File: src/pcrn_pkg.sv
// Shared constants, types and tap table for the C/A code replica with code NCO.
`timescale 1ns / 1ps

package pcrn_pkg;

    localparam int CODE_LENGTH = 1023;
    localparam int HALF_CHIPS  = 2 * CODE_LENGTH;
    localparam int ADDR_W      = $clog2(CODE_LENGTH);
    localparam int IDX_W       = $clog2(HALF_CHIPS);
    localparam int PHASE_BITS  = 32;
    localparam int PRN_W       = 6;
    localparam int SEL_W       = 5;
    localparam int LFSR_W      = 10;

    localparam logic [LFSR_W-1:0] LFSR_SEED = '1;
    localparam logic [SEL_W-1:0]  SEL_PRN1  = '0;

    localparam logic CFG_IDX_PRN  = 1'b0;
    localparam logic CFG_IDX_STEP = 1'b1;

    typedef struct packed {
        logic              we;
        logic [ADDR_W-1:0] addr;
        logic              data;
    } t_ram_wr;

    function automatic logic [LFSR_W-1:0] g2_tap_mask(input logic [SEL_W-1:0] sel);
        logic [LFSR_W-1:0] m;
        case (sel)
            5'd0:    m = 10'b0000100010;
            5'd1:    m = 10'b0001000100;
            5'd2:    m = 10'b0010001000;
            5'd3:    m = 10'b0100010000;
            5'd4:    m = 10'b0100000001;
            5'd5:    m = 10'b1000000010;
            5'd6:    m = 10'b0010000001;
            5'd7:    m = 10'b0100000010;
            5'd8:    m = 10'b1000000100;
            5'd9:    m = 10'b0000000110;
            5'd10:   m = 10'b0000001100;
            5'd11:   m = 10'b0000110000;
            5'd12:   m = 10'b0001100000;
            5'd13:   m = 10'b0011000000;
            5'd14:   m = 10'b0110000000;
            5'd15:   m = 10'b1100000000;
            5'd16:   m = 10'b0000001001;
            5'd17:   m = 10'b0000010010;
            5'd18:   m = 10'b0000100100;
            5'd19:   m = 10'b0001001000;
            5'd20:   m = 10'b0010010000;
            5'd21:   m = 10'b0100100000;
            5'd22:   m = 10'b0000000101;
            5'd23:   m = 10'b0000101000;
            5'd24:   m = 10'b0001010000;
            5'd25:   m = 10'b0010100000;
            5'd26:   m = 10'b0101000000;
            5'd27:   m = 10'b1010000000;
            5'd28:   m = 10'b0000100001;
            5'd29:   m = 10'b0001000010;
            5'd30:   m = 10'b0010000100;
            5'd31:   m = 10'b0100001000;
            default: m = 10'b0000100010;
        endcase
        return m;
    endfunction

endpackage

File: src/prn_code_replica_nco.sv
// Top level: C/A code replica with code NCO, table RAM and output pipeline.
//
//  channel   direction  handshake              payload
//  s_axis    in         i_s_tvalid/o_s_tready  tdata[10:0] offset
//  m_axis    out        o_m_tvalid/i_m_tready  tdata[0] chip, tuser[0] epoch
//  cfg       in         i_cfg_valid/o_cfg_ready index 0 prn, index 1 code_step
//
// One sample per cycle while the table is not being filled and the output is not stalled;
// each result passes through the table RAM read register, then the output register.
// After reset and after every prn write the generator fills the 1023-entry
// code table, one chip a cycle; no sample is taken while it is busy.
// A stalled output holds the pipeline; the input stalls while the table is
// being filled, or when both stages are full and the output is stalled.
`timescale 1ns / 1ps

module prn_code_replica_nco
    import pcrn_pkg::*;
(
    input  logic        i_clk,
    input  logic        i_rst_n,
    input  logic        i_s_tvalid,
    output logic        o_s_tready,
    input  logic [15:0] i_s_tdata,   // [10:0] offset, [15:11] zero
    output logic        o_m_tvalid,
    input  logic        i_m_tready,
    output logic [7:0]  o_m_tdata,   // [0] chip, [7:1] zero
    output logic [0:0]  o_m_tuser,   // [0] epoch
    input  logic        i_cfg_valid,
    output logic        o_cfg_ready,
    input  logic [0:0]  i_cfg_index,
    input  logic [31:0] i_cfg_data
);

    t_ram_wr           w_wr;
    logic              w_busy;
    logic              w_prn_we;
    logic              w_step_we;
    logic              w_accept;
    logic              w_out_free;
    logic              w_s1_move;
    logic [ADDR_W-1:0] w_raddr;
    logic              w_epoch;
    logic              w_rdata;

    logic r_s1_valid;
    logic r_s1_epoch;
    logic r_out_valid;
    logic r_out_chip;
    logic r_out_epoch;

    assign o_cfg_ready = 1'b1;
    assign w_prn_we    = i_cfg_valid && (i_cfg_index[0] == CFG_IDX_PRN);
    assign w_step_we   = i_cfg_valid && (i_cfg_index[0] == CFG_IDX_STEP);

    assign w_out_free = !r_out_valid || i_m_tready;
    assign w_s1_move  = r_s1_valid && w_out_free;
    assign o_s_tready = !w_busy && (!r_s1_valid || w_out_free);
    assign w_accept   = i_s_tvalid && o_s_tready;

    pcrn_gen u_gen (
        .i_clk   (i_clk),
        .i_rst_n (i_rst_n),
        .i_start (w_prn_we),
        .i_prn   (i_cfg_data[PRN_W-1:0]),
        .o_wr    (w_wr),
        .o_busy  (w_busy)
    );

    pcrn_nco u_nco (
        .i_clk     (i_clk),
        .i_rst_n   (i_rst_n),
        .i_clear   (w_prn_we),
        .i_step_we (w_step_we),
        .i_step    (i_cfg_data[PHASE_BITS-1:0]),
        .i_advance (w_accept),
        .i_offset  (i_s_tdata[IDX_W-1:0]),
        .o_addr    (w_raddr),
        .o_epoch   (w_epoch)
    );

    pcrn_ram #(
        .WIDTH (1),
        .DEPTH (CODE_LENGTH)
    ) u_table (
        .i_clk   (i_clk),
        .i_we    (w_wr.we),
        .i_waddr (w_wr.addr),
        .i_wdata (w_wr.data),
        .i_re    (w_accept),
        .i_raddr (w_raddr),
        .o_rdata (w_rdata)
    );

    always_ff @(posedge i_clk) begin
        if (!i_rst_n) begin
            r_s1_valid  <= 1'b0;
            r_out_valid <= 1'b0;
        end else begin
            if (w_accept) begin
                r_s1_valid <= 1'b1;
            end else if (w_s1_move) begin
                r_s1_valid <= 1'b0;
            end
            if (w_s1_move) begin
                r_out_valid <= 1'b1;
            end else if (i_m_tready) begin
                r_out_valid <= 1'b0;
            end
        end
    end

    always_ff @(posedge i_clk) begin
        if (w_accept) begin
            r_s1_epoch <= w_epoch;
        end
        if (w_s1_move) begin
            r_out_chip  <= w_rdata;
            r_out_epoch <= r_s1_epoch;
        end
    end

    assign o_m_tvalid   = r_out_valid;
    assign o_m_tdata    = {7'b0, r_out_chip};
    assign o_m_tuser[0] = r_out_epoch;

endmodule

File: src/pcrn_ram.sv
// Generic single-write, single-read RAM with registered read data.
`timescale 1ns / 1ps

module pcrn_ram #(
    parameter int WIDTH = 1,
    parameter int DEPTH = 1024
) (
    input  logic                     i_clk,
    input  logic                     i_we,
    input  logic [$clog2(DEPTH)-1:0] i_waddr,
    input  logic [WIDTH-1:0]         i_wdata,
    input  logic                     i_re,
    input  logic [$clog2(DEPTH)-1:0] i_raddr,
    output logic [WIDTH-1:0]         o_rdata
);

    logic [WIDTH-1:0] r_mem [DEPTH];
    logic [WIDTH-1:0] r_rdata;

    always_ff @(posedge i_clk) begin
        if (i_we) begin
            r_mem[i_waddr] <= i_wdata;
        end
        if (i_re) begin
            r_rdata <= r_mem[i_raddr];
        end
    end

    assign o_rdata = r_rdata;

endmodule

File: src/pcrn_gen.sv
// Gold code generator: sweeps G1/G2 once per period and fills the code table.
`timescale 1ns / 1ps

module pcrn_gen
    import pcrn_pkg::*;
(
    input  logic             i_clk,
    input  logic             i_rst_n,
    input  logic             i_start,
    input  logic [PRN_W-1:0] i_prn,
    output t_ram_wr          o_wr,
    output logic             o_busy
);

    localparam logic [ADDR_W-1:0] LAST_ADDR = ADDR_W'(CODE_LENGTH - 1);

    logic              r_busy, n_busy;
    logic [ADDR_W-1:0] r_cnt, n_cnt;
    logic [LFSR_W-1:0] r_g1, n_g1;
    logic [LFSR_W-1:0] r_g2, n_g2;
    logic [SEL_W-1:0]  r_sel, n_sel;
    logic [LFSR_W-1:0] w_mask;
    logic              w_chip;

    assign w_mask = g2_tap_mask(r_sel);
    assign w_chip = r_g1[LFSR_W-1] ^ (^(r_g2 & w_mask));

    always_comb begin
        n_busy = r_busy;
        n_cnt  = r_cnt;
        n_g1   = r_g1;
        n_g2   = r_g2;
        n_sel  = r_sel;
        if (i_start) begin
            n_busy = 1'b1;
            n_cnt  = '0;
            n_g1   = LFSR_SEED;
            n_g2   = LFSR_SEED;
            n_sel  = i_prn[SEL_W-1:0] - SEL_W'(1);
        end else if (r_busy) begin
            n_g1  = {r_g1[LFSR_W-2:0], r_g1[9] ^ r_g1[2]};
            n_g2  = {r_g2[LFSR_W-2:0],
                     r_g2[1] ^ r_g2[2] ^ r_g2[5] ^ r_g2[7] ^ r_g2[8] ^ r_g2[9]};
            n_cnt = r_cnt + ADDR_W'(1);
            if (r_cnt == LAST_ADDR) begin
                n_busy = 1'b0;
            end
        end
    end

    always_ff @(posedge i_clk) begin
        if (!i_rst_n) begin
            r_busy <= 1'b1;
            r_cnt  <= '0;
            r_g1   <= LFSR_SEED;
            r_g2   <= LFSR_SEED;
            r_sel  <= SEL_PRN1;
        end else begin
            r_busy <= n_busy;
            r_cnt  <= n_cnt;
            r_g1   <= n_g1;
            r_g2   <= n_g2;
            r_sel  <= n_sel;
        end
    end

    assign o_wr.we   = r_busy && !i_start;
    assign o_wr.addr = r_cnt;
    assign o_wr.data = w_chip;
    assign o_busy    = r_busy;

endmodule

File: src/pcrn_nco.sv
// Code NCO: phase accumulator, half-chip index and code table read address.
`timescale 1ns / 1ps

module pcrn_nco
    import pcrn_pkg::*;
(
    input  logic                  i_clk,
    input  logic                  i_rst_n,
    input  logic                  i_clear,
    input  logic                  i_step_we,
    input  logic [PHASE_BITS-1:0] i_step,
    input  logic                  i_advance,
    input  logic [IDX_W-1:0]      i_offset,
    output logic [ADDR_W-1:0]     o_addr,
    output logic                  o_epoch
);

    localparam logic [IDX_W:0]   HALF_CHIPS_X  = (IDX_W+1)'(HALF_CHIPS);
    localparam logic [IDX_W:0]   HALF_CHIPS_X2 = (IDX_W+1)'(2 * HALF_CHIPS);
    localparam logic [IDX_W-1:0] LAST_IDX      = IDX_W'(HALF_CHIPS - 1);
    localparam logic [PHASE_BITS-1:0] STEP_RST = PHASE_BITS'(64'd1 << (PHASE_BITS - 1));

    logic [PHASE_BITS-1:0] r_step;
    logic [PHASE_BITS-1:0] r_frac, n_frac;
    logic [IDX_W-1:0]      r_idx, n_idx;
    logic [PHASE_BITS:0]   w_sum;
    logic [IDX_W:0]        w_pos_raw;
    logic [IDX_W:0]        w_pos;
    logic                  w_epoch;

    assign w_pos_raw = {1'b0, r_idx} + {1'b0, i_offset};
    assign w_pos     = (w_pos_raw >= HALF_CHIPS_X2) ? (w_pos_raw - HALF_CHIPS_X2) :
                       (w_pos_raw >= HALF_CHIPS_X)  ? (w_pos_raw - HALF_CHIPS_X)  :
                       w_pos_raw;
    assign o_addr    = w_pos[ADDR_W:1];

    assign w_sum = {1'b0, r_frac} + {1'b0, r_step};

    always_comb begin
        n_frac  = r_frac;
        n_idx   = r_idx;
        w_epoch = 1'b0;
        if (i_clear) begin
            n_frac = '0;
            n_idx  = '0;
        end else if (i_advance) begin
            n_frac = w_sum[PHASE_BITS-1:0];
            if (w_sum[PHASE_BITS]) begin
                if (r_idx == LAST_IDX) begin
                    n_idx   = '0;
                    w_epoch = 1'b1;
                end else begin
                    n_idx = r_idx + IDX_W'(1);
                end
            end
        end
    end

    assign o_epoch = w_epoch;

    always_ff @(posedge i_clk) begin
        if (!i_rst_n) begin
            r_step <= STEP_RST;
            r_frac <= '0;
            r_idx  <= '0;
        end else begin
            if (i_step_we) begin
                r_step <= i_step;
            end
            r_frac <= n_frac;
            r_idx  <= n_idx;
        end
    end

endmodule

File: config.mk
export PLATFORM = sky130hd
export DESIGN_NAME = prn_code_replica_nco
export DESIGN_NICKNAME = d
export VERILOG_FILES = /design/src/pcrn_pkg.sv /design/src/prn_code_replica_nco.sv /design/src/pcrn_ram.sv /design/src/pcrn_gen.sv /design/src/pcrn_nco.sv
export SDC_FILE = /design/constraint.sdc
export NUM_CORES = 2
export LEC_CHECK = 0
export BUFFER_PORTS_ARGS = -buffer_cell sky130_fd_sc_hd__buf_4
export CORE_ASPECT_RATIO = 1.1
export CORE_UTILIZATION = 32
export DETAILED_ROUTE_END_ITERATION = 16
export GPL_ROUTABILITY_DRIVEN = 0
export PLACE_DENSITY_LB_ADDON = 0.3
export SLEW_MARGIN = 20
export SYNTH_ARGS = -nofsm -noshare
export SYNTH_HDL_FRONTEND = slang
export SYNTH_HIERARCHICAL = 1
export SYNTH_SLANG_ARGS = --single-unit
export TNS_END_PERCENT = 20
File: constraint.sdc
create_clock -name i_clk -period 6.73 [get_ports i_clk]
set_input_delay 1.0095 -clock i_clk [delete_from_list [all_inputs] [get_ports i_clk]]
set_output_delay 1.0095 -clock i_clk [all_outputs]
set_load 0.02 [all_outputs]
==> results.yml <==
sta:
  rsz0062_at_grt: "no"
  max-slew-margin-rel_pct: 22.16
  final_period_minus_worst_setup_slack_ns: 6.480
  final.setup_skew_ns: 0.02100
  min_period_over_period_pct: 96.29
  finalSetupViolations: 0
  timing_hold_violations_final: 0
  slew_violations: 0
  max_freq_mhz: 154.3
  worst-slew-pin-transition_ns: 1.165
logic_synthesis:
  synth_warnings: 6
  ys.flop_type: "sky130_fd_sc_hd__edfxtp_1"
  synth_most_common_cell: "sky130_fd_sc_hd__nor2_1"
  synth_compound_area_share_pct: 5.246
  synth-adder-area-share_pct: 1.363
  post_synth.cell_area_avg_um2: 12.97
  synth.top_cells.by_count: "sky130_fd_sc_hd__nor2_1, sky130_fd_sc_hd__edfxtp_1, sky130_fd_sc_hd__mux4_2, sky130_fd_sc_hd__clkbuf_1, sky130_fd_sc_hd__nand2_1"
  yosys.area_share.simple_pct: 12.87
  ys_ff_latch: 1150
  synth-edff-count: 1027
  synth_area_leader_cell: "sky130_fd_sc_hd__edfxtp_1"
  syn_inst: 4048
  ys_seq_area_share_pct: 63.44
  synth_top_family_by_area: "multiplexers"
  yosys-mux-area-fraction_pct: 12.88
  synth_area_leaders: "sky130_fd_sc_hd__edfxtp_1, sky130_fd_sc_hd__mux4_2, sky130_fd_sc_hd__nor2_1, sky130_fd_sc_hd__dfxtp_1, sky130_fd_sc_hd__mux2i_1"
  synth.distinct_cells: 85
  synth-xor-area-share_pct: 0.9845
  postSynth.asyncResetShare_pct: 0
  synth_top_area_share_pct: 58.75
  synth.cell_area_mm2: 0.05249
global_route:
  wire_length_of_the_first_global_routing_pass_um: 224100
  globalRoute.totalOverflow: 0
  grt_start_max_net_pins: 264
  vias_in_the_first_global_route: 33415
  grt_use_total_pct: 18.28
  antenna_violations_before_repair: 5
worst_setup_path:
  required_arrival_time_at_the_worst_endpoint_ns: 7.22
  maximum_net_fanout_on_the_critical_path: 10
  delay_contributed_by_the_slowest_stage_of_the_critical_path_ns: 0.52
  critPathKind: "input port to flop"
  critical_path.slowest_cell: "sky130_fd_sc_hd__mux4_2"
  critical-path-top-cell-by-count: "sky130_fd_sc_hd__buf_4"
  critical_path.startpoint_type: "input port"
  end_kind: "flop"
  crit_path_cell_trace: "buf_4, ha_1, fa_1, a211o_1, a211oi_1, o21ai_1, a2111o_1, o31a_1, and2_4, and4bb_2, nor2_1, xnor2_2, buf_4, buf_12, buf_4, mux4_2, mux2_2, a22oi_1, o311ai_0, o2111ai_1, nor4_1, or4_4, buf_4"
  critPathArrivalTime_ns: 6.97
  worstRegToRegCells: 22
clock_network:
  post_cts.repair.setup_buffers: 0
  numClockSinks: 1150
  cts.clk_slew.worst_paths_ns: 0.06
  htree_num_levels: 3
  cts_buffer_depth: 3
  post_cts_hold_buffer_count: 0
  tritoncts: "built"
  cts_made_buffers: 118
  root_buffer: "sky130_fd_sc_hd__clkbuf_16"
  insertion_delay_to_the_later_sink_of_the_worst_skew_pair_ns: 0.74
floorplanning:
  die_width_um: 388.2
  placeable_core_region_mm2: 0.1625
  floorplan.initialDensity_pct: 32.30
  die_area_mm2: 0.1657
  design.portCount: 66
  fp-row-count: 155
  floorplan.die.height_um: 426.8
detailed_routing:
  wirelength_met1_um: 65280
  final_antenna_violating_net_count: 0
  routed_wirelength_normalized_by_instance_count_um: 24.12
  met3WireLength_um: 10210
  wl_met2_um: 74750
  drc_errors: 0
  route.detailed.vias_per_inst: 5.386
  first_pass_iters: 6
  detail_route.wirelength_um: 153800
  via_count: 34346
  initialDrtViolationCount: 3956
  top_layer_used: "met4"
hold_path:
  holdCritPathClass: "flop to flop"
  worst_hold_path.num_cells: 0
power:
  power_per_cell_area_mw_per_mm2: 322.4
  overall_power_mw: 19.56
  irDropWorstVdd_mv: 0.7541
  power.static_leakage_nw: 19.35
cells_and_area:
  layout.cells.non_filler: 6377
  final_net_count: 4274
  final_layout_size_suffix_gt1_share_pct: 19.41
  layout-area-overhead-vs-synth_pct: 15.55
flow_run:
  maxCapViolCount: 0
place:
  placedCellCount: 6163
  detailedPlacementHpwl_um: 88230
  port_buffers: 52
status:
  status: "finished, final reports clean"
[power by group]
group          switching (mW)  internal (mW)  leakage, nW
Combinational            2.47          0.622         7.35
Clock                    2.78           3.52         1.77
Sequential             0.0197           10.2         10.2
[per-layer routing]
metal | track usage, % | vias up
li1 | - | 15076
met1 | 25.01 | 17893
met2 | 30.57 | 1184
met3 | 2.150 | 193
met4 | 5.125 | 0
met5 | 0 | -
[final timing paths]
kind                               startpoint                   endpoint  slack (ns)
setup / recovery                 i_s_tdata[0]  u_table/o_rdata$_DFFE_PP_        0.25
hold / removal           r_s1_epoch$_DFFE_PP_        o_m_tuser$_DFFE_PP_        0.43
setup reg to reg  u_nco/r_idx[0]$_SDFFE_PP0P_  u_table/o_rdata$_DFFE_PP_        0.31
hold reg to reg          r_s1_epoch$_DFFE_PP_        o_m_tuser$_DFFE_PP_        0.43
[layout make-up]
cell class	instances	area, µm²
diodes	2	5.005
well taps	2119	2651
multi-input cells	2517	17860
clock buffers	152	3163
clock inverters	60	476.7
inverters	35	131.4
fillers	15555	101900
flip-flops and latches	1150	33300
repair buffers	342	3063
[cell usage in the layout, fill, tap and decap left out, types with 15 or more instances in the layout]
cell type and count:
sky130_fd_sc_hd__a211oi_1 29, sky130_fd_sc_hd__a21o_1 15, sky130_fd_sc_hd__a21oi_1 78, sky130_fd_sc_hd__a22oi_1 35, sky130_fd_sc_hd__and3_1 16, sky130_fd_sc_hd__buf_12 39
sky130_fd_sc_hd__buf_4 301, sky130_fd_sc_hd__clkbuf_1 28, sky130_fd_sc_hd__clkbuf_16 120, sky130_fd_sc_hd__clkinv_1 30, sky130_fd_sc_hd__dfxtp_1 122, sky130_fd_sc_hd__edfxtp_1 1027
sky130_fd_sc_hd__ha_1 54, sky130_fd_sc_hd__inv_1 31, sky130_fd_sc_hd__mux2_2 15, sky130_fd_sc_hd__mux2i_1 151, sky130_fd_sc_hd__mux4_2 224, sky130_fd_sc_hd__nand2_1 167
sky130_fd_sc_hd__nand2_2 30, sky130_fd_sc_hd__nand3_1 45, sky130_fd_sc_hd__nand4_1 17, sky130_fd_sc_hd__nor2_1 1111, sky130_fd_sc_hd__nor2b_1 60, sky130_fd_sc_hd__nor3_1 35
sky130_fd_sc_hd__nor4_1 15, sky130_fd_sc_hd__o21ai_0 60, sky130_fd_sc_hd__o221ai_1 27, sky130_fd_sc_hd__o22ai_1 15, sky130_fd_sc_hd__xnor2_1 31, sky130_fd_sc_hd__xor2_1 25
[worst max-delay path, delay by kind of cell]
family | cells | cell delay [ns]
xor gates and xnor gates | 1 | 0.24
AOI/OAI and AO/OA | 8 | 2.31
muxes | 2 | 0.79
adders and majority gates | 2 | 0.60
and+or+nand+nor | 5 | 1.11
buffers and inverters | 5 | 0.88
[flip-flops by register name, summed over array words and instances (netlist names), 5 cells and up]
| register | flops |
|---|---|
| u_gen/w_mask | 10 |
| u_gen/r_g1 | 10 |
| u_gen/r_sel | 5 |
| u_table/r_mem | 1023 |
| u_gen/r_cnt | 10 |
| u_nco/r_frac | 32 |
| u_nco/r_step | 32 |
| u_gen/r_g2 | 10 |
| u_nco/r_idx | 11 |
[timing repair]
| action | 4_1_cts | 5_1_grt |
|---|---|---|
| endpoints found under the hold margin | 0 | 0 |
| resized for setup | 0 | 1 |
| endpoints found under the setup margin | 0 | 1 |
[kinds of logic after synthesis]
logic type,count (synthesis)
muxes,392
adders and majority gates,56
and+or+nand+nor,1607
xor gates and xnor gates,59
buffers and inverters,387
other,2
DFF,1150
AOI/OAI and AO/OA,395
[through the flow]
step / setup slack, ns / setup TNS [ns] / instance area (µm²) / hold slack, ns / utilization [%]
6_report: 0.2497 / 0 / 60650 / 0.4306 / 37.32
5_1_grt: 0.05578 / 0 / 60650 / 0.4367 / 37.32
4_1_cts: 0.1436 / 0 / 60590 / 0.4288 / 37.28
3_5_place_dp: -0.6161 / -0.6161 / 56950 / 0.4193 / 35.05
3_3_place_gp: -0.5745 / -0.5745 / 56910 / 0.4279 / 35.02
2_1_floorplan: 0.1699 / 0 / 52510 / 0.4003 / -
No activity file was read; power rests on OpenSTA's default activity.
